--- src/drns_pkg.sv ---
`default_nettype none

package drns_pkg;

    // Table geometry
    localparam int TABLE_DEPTH = 16;
    localparam int IDX_W       = $clog2(TABLE_DEPTH);
    localparam int CYL_W       = 14;
    localparam int TRK_W       = 14;
    localparam int SLOT_W      = 4;

    // Command codes carried by each input item
    typedef enum logic [1:0] {
        MODE_INSERT  = 2'd0,
        MODE_REMOVE  = 2'd1,
        MODE_SEL_CYL = 2'd2,
        MODE_SEL_TRK = 2'd3
    } t_mode;

    // Result status codes
    typedef enum logic [1:0] {
        ST_OK    = 2'd0,
        ST_FULL  = 2'd1,
        ST_EMPTY = 2'd2
    } t_status;

    typedef struct packed {
        t_mode              mode;
        logic [CYL_W-1:0]   cylinder;
        logic [TRK_W-1:0]   track;
        logic               direction;
        logic [SLOT_W-1:0]  slot;
    } t_in_item;

    typedef struct packed {
        t_status            status;
        logic [SLOT_W-1:0]  found_slot;
        logic [CYL_W-1:0]   found_cylinder;
        logic [TRK_W-1:0]   found_track;
        logic               any_beyond;
    } t_out_item;

    // Controller to datapath commands
    typedef struct packed {
        logic               load;
        logic               rd_en;
        logic [IDX_W-1:0]   rd_addr;
        logic               commit;
    } t_dp_cmd;

endpackage

`default_nettype wire

--- src/drns_ctrl.sv ---
`default_nettype none

module drns_ctrl (
    input  wire logic                i_clk,
    input  wire logic                i_rst_n,
    input  wire logic                i_in_valid,
    input  wire drns_pkg::t_mode     i_mode,
    output logic                     o_in_ready,
    output logic                     o_out_valid,
    input  wire logic                i_out_ready,
    output drns_pkg::t_dp_cmd        o_cmd
);

    typedef enum logic [3:0] {
        S_IDLE = 4'b0001,
        S_SCAN = 4'b0010,
        S_TAIL = 4'b0100,
        S_FIN  = 4'b1000
    } t_state;

    t_state                      r_state, n_state;
    logic [drns_pkg::IDX_W-1:0]  r_addr, n_addr;
    logic                        r_out_valid, n_out_valid;
    logic                        w_accept;
    logic                        w_out_free;
    logic                        w_last;

    assign o_in_ready  = (r_state == S_IDLE);
    assign o_out_valid = r_out_valid;
    assign w_accept    = i_in_valid && o_in_ready;
    assign w_out_free  = !r_out_valid || i_out_ready;
    assign w_last      = (r_addr == drns_pkg::IDX_W'(drns_pkg::TABLE_DEPTH - 1));

    // Sequence one item: scan the table (not for a remove), then commit and load the result
    always_comb begin
        n_state        = r_state;
        n_addr         = r_addr;
        o_cmd.load     = 1'b0;
        o_cmd.rd_en    = 1'b0;
        o_cmd.rd_addr  = r_addr;
        o_cmd.commit   = 1'b0;
        unique case (r_state)
            S_IDLE: begin
                if (w_accept) begin
                    o_cmd.load = 1'b1;
                    n_addr     = '0;
                    n_state    = (i_mode == drns_pkg::MODE_REMOVE) ? S_FIN : S_SCAN;
                end
            end
            S_SCAN: begin
                o_cmd.rd_en = 1'b1;
                n_addr      = r_addr + 1'b1;
                if (w_last) begin
                    n_state = S_TAIL;
                end
            end
            S_TAIL: begin
                n_state = S_FIN;
            end
            S_FIN: begin
                if (w_out_free) begin
                    o_cmd.commit = 1'b1;
                    n_state      = S_IDLE;
                end
            end
            default: begin
                n_state = S_IDLE;
            end
        endcase
    end

    // Hold the result flag until the item is taken
    always_comb begin
        n_out_valid = r_out_valid;
        if (o_cmd.commit) begin
            n_out_valid = 1'b1;
        end else if (i_out_ready) begin
            n_out_valid = 1'b0;
        end
    end

    always_ff @(posedge i_clk) begin
        if (!i_rst_n) begin
            r_state     <= S_IDLE;
            r_addr      <= '0;
            r_out_valid <= 1'b0;
        end else begin
            r_state     <= n_state;
            r_addr      <= n_addr;
            r_out_valid <= n_out_valid;
        end
    end

`ifndef NO_ASSERTIONS
    a_commit_free: assert property (@(posedge i_clk) disable iff (!i_rst_n)
        o_cmd.commit |-> (!r_out_valid || i_out_ready))
        else $error("result loaded over an untaken item");
    a_accept_next: assert property (@(posedge i_clk) disable iff (!i_rst_n)
        w_accept |=> (r_state == S_SCAN || r_state == S_FIN))
        else $error("accepted item did not start work");
    a_read_scan: assert property (@(posedge i_clk) disable iff (!i_rst_n)
        o_cmd.rd_en |-> (r_state == S_SCAN))
        else $error("table read outside scan");
    a_tail_fin: assert property (@(posedge i_clk) disable iff (!i_rst_n)
        (r_state == S_TAIL) |=> (r_state == S_FIN))
        else $error("scan tail not followed by finish");
`endif

endmodule

`default_nettype wire

--- src/drns_dp.sv ---
`default_nettype none

module drns_dp (
    input  wire logic                 i_clk,
    input  wire logic                 i_rst_n,
    input  wire drns_pkg::t_in_item   i_in_item,
    input  wire drns_pkg::t_dp_cmd    i_cmd,
    output drns_pkg::t_out_item       o_out_item
);

    localparam int IDX_W = drns_pkg::IDX_W;
    localparam int CYL_W = drns_pkg::CYL_W;
    localparam int TRK_W = drns_pkg::TRK_W;

    typedef struct packed {
        logic [CYL_W-1:0] cyl;
        logic [TRK_W-1:0] trk;
    } t_entry;

    // Request store and valid marks
    t_entry                      r_mem [drns_pkg::TABLE_DEPTH];
    logic                        r_valid [drns_pkg::TABLE_DEPTH];

    drns_pkg::t_in_item          r_item;
    drns_pkg::t_out_item         r_out, n_out;

    // Read stage
    logic                        r_rd_live;
    logic [IDX_W-1:0]            r_rd_idx;
    logic                        r_rd_vld;
    t_entry                      r_rd_data;

    // Scan accumulators
    logic                        r_hit;
    logic [IDX_W-1:0]            r_hit_idx;
    logic [CYL_W-1:0]            r_best;
    t_entry                      r_best_ent;
    logic                        r_beyond;

    logic                        w_cand;
    logic                        w_better;
    logic                        w_beyond;
    logic [CYL_W-1:0]            w_dist;
    logic                        w_slot_ok;
    logic [IDX_W-1:0]            w_slot_idx;

    function automatic logic [CYL_W-1:0] absdiff(input logic [CYL_W-1:0] a,
                                                 input logic [CYL_W-1:0] b);
        return (a > b) ? (a - b) : (b - a);
    endfunction

    assign w_slot_idx = IDX_W'(r_item.slot);
    assign w_slot_ok  = (32'(r_item.slot) < drns_pkg::TABLE_DEPTH) && r_valid[w_slot_idx];

    // Judge the entry in the read stage
    always_comb begin
        w_cand   = 1'b0;
        w_beyond = 1'b0;
        w_dist   = '0;
        w_better = 1'b0;
        unique case (r_item.mode)
            drns_pkg::MODE_INSERT: begin
                w_better = r_rd_live && !r_rd_vld && !r_hit;
            end
            drns_pkg::MODE_REMOVE: begin
                w_better = 1'b0;
            end
            drns_pkg::MODE_SEL_CYL: begin
                w_dist   = absdiff(r_rd_data.cyl, r_item.cylinder);
                w_beyond = r_item.direction ? (r_rd_data.cyl > r_item.cylinder)
                                            : (r_rd_data.cyl < r_item.cylinder);
                w_cand   = r_item.direction ? (r_rd_data.cyl >= r_item.cylinder)
                                            : (r_rd_data.cyl <= r_item.cylinder);
                w_better = r_rd_live && r_rd_vld && w_cand && (!r_hit || (w_dist < r_best));
            end
            drns_pkg::MODE_SEL_TRK: begin
                w_dist   = absdiff(r_rd_data.trk, r_item.track);
                w_better = r_rd_live && r_rd_vld && (!r_hit || (w_dist < r_best));
            end
        endcase
    end

    // Form the result from the scan outcome
    always_comb begin
        n_out = '0;
        n_out.status = drns_pkg::ST_EMPTY;
        unique case (r_item.mode) inside
            drns_pkg::MODE_INSERT: begin
                n_out.status     = r_hit ? drns_pkg::ST_OK : drns_pkg::ST_FULL;
                n_out.found_slot = r_hit ? drns_pkg::SLOT_W'(r_hit_idx) : '0;
            end
            drns_pkg::MODE_REMOVE: begin
                n_out.status     = w_slot_ok ? drns_pkg::ST_OK : drns_pkg::ST_EMPTY;
                n_out.found_slot = r_item.slot;
            end
            drns_pkg::MODE_SEL_CYL, drns_pkg::MODE_SEL_TRK: begin
                if (r_hit) begin
                    n_out.status         = drns_pkg::ST_OK;
                    n_out.found_slot     = drns_pkg::SLOT_W'(r_hit_idx);
                    n_out.found_cylinder = r_best_ent.cyl;
                    n_out.found_track    = r_best_ent.trk;
                end
                n_out.any_beyond = (r_item.mode == drns_pkg::MODE_SEL_CYL) && r_beyond;
            end
        endcase
    end

    // Read the store, fold entries and load the result
    always_ff @(posedge i_clk) begin
        r_rd_idx  <= i_cmd.rd_addr;
        r_rd_vld  <= r_valid[i_cmd.rd_addr];
        r_rd_data <= r_mem[i_cmd.rd_addr];
        if (w_better) begin
            r_hit_idx  <= r_rd_idx;
            r_best     <= w_dist;
            r_best_ent <= r_rd_data;
        end
        if (i_cmd.commit) begin
            r_out <= n_out;
        end
    end

    // Write an inserted request
    always_ff @(posedge i_clk) begin
        if (i_cmd.commit && (r_item.mode == drns_pkg::MODE_INSERT) && r_hit) begin
            r_mem[r_hit_idx] <= '{cyl: r_item.cylinder, trk: r_item.track};
        end
    end

    // Latch the item and keep the control flags of the scan
    always_ff @(posedge i_clk) begin
        if (!i_rst_n) begin
            r_item    <= '0;
            r_rd_live <= 1'b0;
            r_hit     <= 1'b0;
            r_beyond  <= 1'b0;
        end else begin
            r_rd_live <= i_cmd.rd_en;
            if (i_cmd.load) begin
                r_item   <= i_in_item;
                r_hit    <= 1'b0;
                r_beyond <= 1'b0;
            end else begin
                if (w_better) begin
                    r_hit <= 1'b1;
                end
                if (r_rd_live && r_rd_vld && w_beyond) begin
                    r_beyond <= 1'b1;
                end
            end
        end
    end

    // Set or clear valid marks on commit
    always_ff @(posedge i_clk) begin
        if (!i_rst_n) begin
            for (int i = 0; i < drns_pkg::TABLE_DEPTH; i++) begin
                r_valid[i] <= 1'b0;
            end
        end else if (i_cmd.commit) begin
            if ((r_item.mode == drns_pkg::MODE_INSERT) && r_hit) begin
                r_valid[r_hit_idx] <= 1'b1;
            end else if ((r_item.mode == drns_pkg::MODE_REMOVE) && w_slot_ok) begin
                r_valid[w_slot_idx] <= 1'b0;
            end
        end
    end

    assign o_out_item = r_out;

endmodule

`default_nettype wire

--- src/disk_request_nearest_select_core.sv ---
// Channel | Direction | Handshake                  | Payload
// in      | input     | i_in_valid / o_in_ready    | i_in_item  (drns_pkg::t_in_item)
// out     | output    | o_out_valid / i_out_ready  | o_out_item (drns_pkg::t_out_item)
//
// Insert and both selects scan every table entry: the request store has one
// read port and the scan reads one entry per cycle. Remove skips the scan.
// One item is in work at a time.
// The result sits in an output register; a stalled output holds the finished
// item and blocks only the next commit. Reset clears every valid mark at once.
`default_nettype none

module disk_request_nearest_select_core (
    input  wire logic                 i_clk,
    input  wire logic                 i_rst_n,
    input  wire logic                 i_in_valid,
    output logic                      o_in_ready,
    input  wire drns_pkg::t_in_item   i_in_item,
    output logic                      o_out_valid,
    input  wire logic                 i_out_ready,
    output drns_pkg::t_out_item       o_out_item
);

    drns_pkg::t_dp_cmd w_cmd;

    // Sequence each item
    drns_ctrl u_ctrl (
        .i_clk       (i_clk),
        .i_rst_n     (i_rst_n),
        .i_in_valid  (i_in_valid),
        .i_mode      (i_in_item.mode),
        .o_in_ready  (o_in_ready),
        .o_out_valid (o_out_valid),
        .i_out_ready (i_out_ready),
        .o_cmd       (w_cmd)
    );

    // Hold the requests and run the search
    drns_dp u_dp (
        .i_clk      (i_clk),
        .i_rst_n    (i_rst_n),
        .i_in_item  (i_in_item),
        .i_cmd      (w_cmd),
        .o_out_item (o_out_item)
    );

endmodule

`default_nettype wire
--- config.mk ---
export PLATFORM = sky130hd
export DESIGN_NAME = disk_request_nearest_select_core
export DESIGN_NICKNAME = d
export VERILOG_FILES = /design/src/drns_pkg.sv /design/src/drns_ctrl.sv /design/src/drns_dp.sv /design/src/disk_request_nearest_select_core.sv
export SDC_FILE = /design/constraint.sdc
export NUM_CORES = 1
export LEC_CHECK = 0
export BUFFER_PORTS_ARGS = -buffer_cell sky130_fd_sc_hd__buf_4
export CORE_UTILIZATION = 65
export DETAILED_ROUTE_END_ITERATION = 10
export PLACE_DENSITY = 0.86
export SYNTH_ARGS = -nofsm -noshare
export SYNTH_HDL_FRONTEND = slang
export SYNTH_SLANG_ARGS = --single-unit
--- constraint.sdc ---
create_clock -name i_clk -period 17.91 [get_ports i_clk]
set_input_delay 0.8955 -clock i_clk [delete_from_list [all_inputs] [get_ports i_clk]]
set_output_delay 0.8955 -clock i_clk [all_outputs]
set_load 0.01 [all_outputs]
==> results by group, run 1 <==
Status
  • Status: completed

Drt
  • DR vias: 15,841
  • Per-cell routed wire length: 29.2 µm
  • Vias/cell: 6.85
  • # DRC: 0
  • Routed WL: 67,500 µm
  • DRT Pass-1 Iters: 7
  • Antenna-violating nets left: 0
  • DR iter-0 viols: 2,269

Setup path
  • Crit path arrival time: 6.57 ns
  • Critical path buffer and inverter count: 2
  • Worst path required time: 18.15 ns
  • Cell Chain, Critical Path: ha_1 > inv_1 > fa_1 > a211oi_2 > o211ai_1 > a41oi_1 > a21o_1 > mux2_1 > a221o_1 > nor2_1 > xnor2_1 > ha_1 > and3_1 > o2111ai_1 > nor2_1 > o41ai_1 > a21oi_1 > a211oi_1 > o31a_2 > buf_4
  • Critical Path Sink Type: register
  • Slowest CP cell: dfxtp_1
  • Cell family with most CP delay: compound AO/OA/AOI/OAI gates
  • CP max stage delay: 0.71 ns
  • Worst-path fanout max: 34
  • Type of the worst setup path: register to register
  • Worst setup SP type: register

Clock tree
  • Clock sink count: 629
  • Total CTS buffers: 60
  • Root Buffer Master: clkbuf_16
  • Post_cts resized: 0
  • CTS Buffer Depth: 3
  • CTS tree: done
  • # Post-CTS Setup Buffers: 0
  • Reg clk slew, reported paths: 0.06 ns
  • Worst-skew pair later-pin latency: 0.61 ns
  • H-Tree Level Count: 2
  • Hold buffer count at cts: 0

Finish
  • Most frequent cells in the layout: 529 x edfxtp_1, 149 x mux4_2, 117 x nand2_1
  • Antenna cells: 0
  • Area growth, synth to finish: 12.4%
  • NumNets Final: 1,861
  • Most common cell after layout, fill and taps aside: edfxtp_1
  • # fillers: 2,209
  • Share of cells above drive strength 1: 0.222

Timing
  • Crit share post-route: 0.353
  • Final setup viols: 0
  • Worst hold slack: 0.393 ns
  • RSZ-0062 raised after global routing: no
  • Hold Fails Final Rpt: 0
  • Worst slew pin tran: 0.895 ns
  • Clock skew: 0.0195 ns
  • Max_slew headroom: 0.403
  • Fmax: 158 MHz
  • Min Tclk post-route: 6.32 ns
  • Fin. max-slew vios: 0
  • Final setup TNS: 0 ns

Place
  • IO Port Bufs: 75
  • Post-DP HPWL: 39,500 µm
  • GPL Wtd Cong: 0.937

Die
  • Chip height: 204 µm
  • Die area: 41,800 µm²
  • IO Pins: 76
  • Die W: 204 µm
  • Starting Density: 0.664
  • Core ar.: 40,100 µm²
  • Site Rows: 73

Power and ir drop
  • P_sw: 0.842 mW
  • Power share of the combinational group: 0.116
  • Sw Ratio: 0.248
  • Clk pwr share: 0.384
  • Peak supply drop: 0.0789 mV
  • Leak: 10.5 nW
  • Internal cell power: 2.55 mW
  • Power per cell area: 113 nW/µm²
  • Sequential power share: 0.500

Logic synthesis
  • Yosys reg bits: 629
  • Distinct cells, synth: 71
  • Async S/R FF share, synth: 0
  • Post-synth EDFFs: 529
  • Average cell area after synthesis: 16.1 µm²
  • Mapped Cells: 1,652
  • Post-Syn Area: 26,600 µm²
  • Syn Nets: 1,776
  • Seq/Total Area, Yosys: 0.672
  • Top_reg_cell synth: edfxtp_1
  • Yosys warnings: 0

Flow run
  • Maxcap violations: 0

Global route
  • First-pass GRT wire length: 99,000 µm
  • Gr ovfl total: 0
  • Total GRT Usage: 0.332
  • Number of global-route vias before repair: 15,673
  • Initial antenna violation count: 1
  • Largest net degree at the start of global routing: 61

Worst hold path
  • Min-delay worst type: register to register
==> worst register-to-register path: cells and delay by family (launching register included) <==
family | cells | cell delay [ns]
AO/OA/AOI/OAI | 10 | 2.74
XOR/XNOR | 1 | 0.13
adder cells (fa/ha/maj) | 3 | 0.99
buffers and inverters | 2 | 0.59
flip-flops | 1 | 0.71
multiplexers | 1 | 0.38
AND/OR/NAND/NOR | 3 | 0.41
==> power by group through the flow <==
stage / registers (mW) / logic, mW / clock network (mW)
after CTS: 1.70 / 0.388 / 1.31
after global placement: 1.72 / 0.373 / 0
after global routing: 1.70 / 0.427 / 1.36
after floorplan: 1.70 / 0.288 / 0
after detailed placement: 1.73 / 0.383 / 0
final: 1.70 / 0.395 / 1.30
==> per-layer routing <==
metal,GRT usage,vias up,part of all wire
met3,0.0462,184,0.11
li1,-,6574,-
met5,0,-,0.00018
met2,0.527,1078,0.48
met1,0.471,8003,0.38
met4,0.129,2,0.037
==> final cells by class <==
cell class	instances	area [µm²]	area share
clock buffers	77	1670	0.0557
clock inverters	35	385	0.0129
inverters	91	342	0.0114
multi-input cells	847	8160	0.273
flip-flops and latches	629	17900	0.598
well taps	525	657	0.0220
repair buffers	108	811	0.0271
==> sequential cells by signal (all words and copies together), names as in the netlist, 4 cells and up, named ones only <==
name             count
u_ctrl.r_state       4
u_dp.r_best_ent     28
u_dp.r_rd_data      28
u_dp.r_best         14
u_dp.r_hit_idx       4
u_ctrl.r_addr        4
u_dp.w_slot_idx      4
u_dp.r_valid        16
u_dp.o_out_item     35
u_dp.r_rd_idx        4
u_dp.r_mem         448
u_dp.r_item         31
==> logic make-up (layout without fill, tap and decap cells) <==
group | count (synthesis) | in the layout | share of synthesized area
AO/OA/AOI/OAI | 240 | 240 | 0.0583
adder cells (fa/ha/maj) | 85 | 85 | 0.0411
buffers and inverters | 176 | 311 | 0.0264
flip-flops | 629 | 629 | 0.672
XOR/XNOR | 26 | 26 | 0.00855
AND/OR/NAND/NOR | 321 | 321 | 0.0575
multiplexers | 175 | 175 | 0.137
==> synthesized netlist by cell type, types with 4 or more instances <==
| master | n | area (µm²) |
|---|---|---|
| o21a_1 | 10 | 75.1 |
| o2111ai_1 | 4 | 35.0 |
| a21oi_1 | 97 | 485 |
| o21bai_1 | 6 | 45.0 |
| inv_1 | 88 | 330 |
| buf_2 | 10 | 50.1 |
| nor3_1 | 20 | 100 |
| a31oi_1 | 8 | 50.1 |
| xor2_1 | 11 | 96.3 |
| o211ai_1 | 15 | 113 |
| dfxtp_1 | 100 | 2000 |
| o211a_1 | 6 | 60.1 |
| xnor2_1 | 15 | 131 |
| a211oi_1 | 6 | 45.0 |
| o31ai_1 | 4 | 30.0 |
| nand2_1 | 117 | 439 |
| ha_1 | 81 | 1010 |
| mux2i_1 | 21 | 210 |
| nand3b_1 | 4 | 30.0 |
| nor2_1 | 72 | 270 |
| o21ai_0 | 33 | 165 |
| fa_1 | 4 | 80.1 |
| and3_1 | 35 | 219 |
| edfxtp_1 | 529 | 15900 |
| nand3_1 | 11 | 55.1 |
| nand4_1 | 11 | 68.8 |
| a21o_1 | 16 | 120 |
| nand2b_1 | 15 | 93.8 |
| clkbuf_1 | 54 | 203 |
| mux4_2 | 149 | 3360 |
| buf_4 | 4 | 30.0 |
| and2_1 | 4 | 25.0 |
| buf_1 | 15 | 56.3 |
| nor2b_1 | 10 | 62.6 |
==> per-stage QoR <==
stage,power [mW],std cells,setup slack [ns],cell area (µm²),util
after floorplan,1.99,1652,12.01,26600,-
after global placement,2.10,2200,11.99,27900,0.695
after detailed placement,2.11,2200,11.74,27900,0.695
after CTS,3.40,2312,11.68,29900,0.746
after global routing,3.49,2312,11.28,29900,0.746
final,3.40,2312,11.59,29900,0.746
==> worst paths after layout <==
check / start / endpoint / slack [ns] / cells after the start
hold / removal: u_dp.r_rd_idx[0] / u_dp.r_hit_idx[0] / 0.39 / 0
setup reg to reg: u_dp.r_item[5] / u_dp.r_best_ent[6] / 11.59 / 20
setup / recovery: u_dp.r_item[5] / u_dp.r_best_ent[6] / 11.59 / 20
hold reg to reg: u_dp.r_rd_idx[0] / u_dp.r_hit_idx[0] / 0.39 / 0
Note: power is estimated with default switching activity, not from simulation.
==> run 2: changes to the inputs <==
--- a/config.mk
+++ b/config.mk
@@ -5,10 +5,11 @@
 export SDC_FILE = /design/constraint.sdc
 export NUM_CORES = 1
 export LEC_CHECK = 0
+export ABC_AREA = 1
 export BUFFER_PORTS_ARGS = -buffer_cell sky130_fd_sc_hd__buf_4
-export CORE_UTILIZATION = 65
+export CORE_UTILIZATION = 63
 export DETAILED_ROUTE_END_ITERATION = 10
-export PLACE_DENSITY = 0.86
+export PLACE_DENSITY = 0.83
 export SYNTH_ARGS = -nofsm -noshare
 export SYNTH_HDL_FRONTEND = slang
 export SYNTH_SLANG_ARGS = --single-unit
==> constraint.sdc (replaced) <==
create_clock -name i_clk -period 6.55 [get_ports i_clk]
set_input_delay 0.3275 -clock i_clk [delete_from_list [all_inputs] [get_ports i_clk]]
set_output_delay 0.3275 -clock i_clk [all_outputs]
set_load 0.01 [all_outputs]
==> results by group, run 2 <==
Logic synthesis
  • Most frequent cell after synthesis: edfxtp_1
  • Share of the synthesized area in the top cell type: 0.563
  • Yosys reg bits: 629
  • Mapped Cells: 2,537
  • Seq/Total Area, Yosys: 0.634
  • Async S/R FF share, synth: 0
  • Distinct cells, synth: 49
  • Top_reg_cell synth: edfxtp_1
  • Synth cell count leaders: 529 x edfxtp_1, 350 x inv_1, 344 x nand2_1
  • Yosys warnings: 0
  • Yosys top cell by area: edfxtp_1
  • Average cell area after synthesis: 11.1 µm²
  • Main area contributors after synthesis: edfxtp_1 56%, dfxtp_1 7.1%, inv_1 4.7%
  • Syn Nets: 2,661
  • Post-synth EDFFs: 529
  • Post-Syn Area: 28,200 µm²

Setup path
  • CP startpoint: u_dp.r_item[5]
  • Worst setup SP type: register
  • Worst-path fanout max: 46
  • Reg2reg start: u_dp.r_item[5]
  • Type of the worst setup path: register to register
  • Cell Chain, Critical Path: ha_1 > inv_1 > fa_1 > nand2_1 > nand2_2 > a21boi_2 > o21ai_2 > nand2_1 > nand2_1 > nand2_1 > nand2_1 > nand2_1 > inv_1 > ha_1 > a21oi_1 > nand3b_1 > nand3_1 > nand2_1 > nand2_1 > nand2_1 > nand3_1 > nand3_2 > buf_4
  • CP max stage delay: 0.72 ns
  • Worst path required time: 6.80 ns
  • Crit path arrival time: 5.04 ns
  • Slowest CP cell: dfxtp_1
  • Critical Path Sink Type: register
  • CP most frequent cell: nand2_1

Global route
  • Gr ovfl total: 0
  • Total GRT Usage: 0.326
  • First-pass GRT wire length: 109,000 µm
  • Initial antenna violation count: 1
  • Largest net degree at the start of global routing: 204
  • Number of global-route vias before repair: 19,193

Power and ir drop
  • Total power: 11.5 mW
  • Power per cell area: 364 nW/µm²
  • Peak supply drop: 0.327 mV
  • Leak: 12.1 nW

Clock tree
  • Worst-skew pair later-pin latency: 0.65 ns
  • Clock sink count: 629
  • CTS tree: done
  • Root Buffer Master: clkbuf_16
  • # Post-CTS Setup Buffers: 0
  • Post_cts resized: 0
  • H-Tree Level Count: 2
  • CTS Buffer Depth: 3
  • Total CTS buffers: 61
  • Hold buffer count at cts: 7
  • Reg clk slew, reported paths: 0.07 ns

Finish
  • Most frequent cells in the layout: 529 x edfxtp_1, 348 x inv_1, 343 x nand2_1
  • # fillers: 2,903
  • Most common cell after layout, fill and taps aside: edfxtp_1
  • Max reg flops: 448
  • Share of cells above drive strength 1: 0.0982
  • Area growth, synth to finish: 11.7%
  • Cell Count, Final, Fillers Out: 3,239
  • NumNets Final: 2,718
  • Antenna cells: 0
  • Largest Register: u_dp.r_mem

Timing
  • Clock skew: 0.0351 ns
  • RSZ-0062 raised after global routing: no
  • Hold Fails Final Rpt: 0
  • Min Tclk post-route: 4.79 ns
  • Crit share post-route: 0.731
  • Fmax: 209 MHz
  • Max_slew headroom: 0.224
  • Final setup viols: 0
  • Fin. max-slew vios: 0
  • Final setup TNS: 0 ns
  • Worst slew pin tran: 1.16 ns

Place
  • GPL Wtd Cong: 0.960
  • Placed insts: 3,116
  • IO Port Bufs: 75
  • Post-DP HPWL: 42,700 µm

Die
  • Core ar.: 44,200 µm²
  • Die area: 45,600 µm²
  • Starting Density: 0.638
  • Die W: 214 µm
  • IO Pins: 76
  • Chip height: 214 µm
  • Site Rows: 77

Drt
  • Routed WL: 73,500 µm
  • DR vias: 19,762
  • DRT Pass-1 Iters: 7
  • Per-cell routed wire length: 22.7 µm
  • Vias/cell: 6.10
  • Antenna-violating nets left: 0
  • # DRC: 0
  • DR iter-0 viols: 2,610

Worst hold path
  • Min-delay worst type: primary input to register
  • Hold path start: i_out_ready

Status
  • Status: completed

Flow run
  • Maxcap violations: 0
run 2: cell count changes after synthesis, sizes merged, moves of 35 or more:
cell    change
a21oi     +117
and3       -35
inv       +269
mux2i      +91
mux4      -150
nand2     +243
nand3      +94
nor2       +38
o211ai     +99
o21ai     +204
run 2: cell families (layout without fill, tap and decap cells):
family,count (synthesis),after routing,synth area share
AO/OA/AOI/OAI,599,599,0.120
XOR/XNOR,34,34,0.0106
multiplexers,112,112,0.0397
buffers and inverters,475,585,0.0653
AND/OR/NAND/NOR,603,603,0.0922
flip-flops,629,629,0.634
adder cells (fa/ha/maj),85,85,0.0388
run 2: final timing paths:
check / depth (start not counted) / slack (ns) / endpoint
worst max-delay path: 23 / 1.76 / u_dp.r_best_ent[24]
worst min-delay path: 4 / 0.02 / u_ctrl.o_out_valid
worst max register to register: 23 / 1.76 / u_dp.r_best_ent[24]
worst min register to register: 0 / 0.41 / u_dp.r_hit_idx[0]
run 2: where the power goes:
| part | internal [mW] | switching [mW] |
|---|---|---|
| combinational | 0.927 | 1.75 |
| sequential | 4.77 | 0.435 |
| clock | 2.07 | 1.51 |
| total | 7.77 | 3.69 |
run 2: per-layer routing:
metal,part of all wire,GRT usage
met1,0.39,0.448
met2,0.45,0.498
met3,0.11,0.0718
met4,0.040,0.153
met5,0.00018,0
run 2: area by class of cell:
type	count	area (µm²)	share of cell area
well taps	592	741	0.0235
clock inverters	23	274	0.00870
multi-input cells	1433	8620	0.273
repair buffers	110	856	0.0272
flip-flops and latches	629	17900	0.568
inverters	359	1350	0.0428
clock buffers	93	1780	0.0565
run 2: critical path: cells and delay by family (launching register included):
family / cells / cell delay (ns)
buf+inv: 3 / 0.64
flops: 1 / 0.72
compound gates: 3 / 0.43
simple gates: 14 / 1.57
fa+ha+maj: 3 / 0.99
run 2: metrics by stage:
stage          area [µm²]  hold slack, ns  utilization  setup slack, ns
3_5_place_dp        29400           0.390        0.665             1.87
2_1_floorplan       28200           0.329            -             1.88
3_3_place_gp        29400           0.388        0.665             2.11
5_1_grt             31500          0.0349        0.713             1.39
6_report            31500          0.0204        0.713             1.76
4_1_cts             31500         0.00917        0.713             1.80
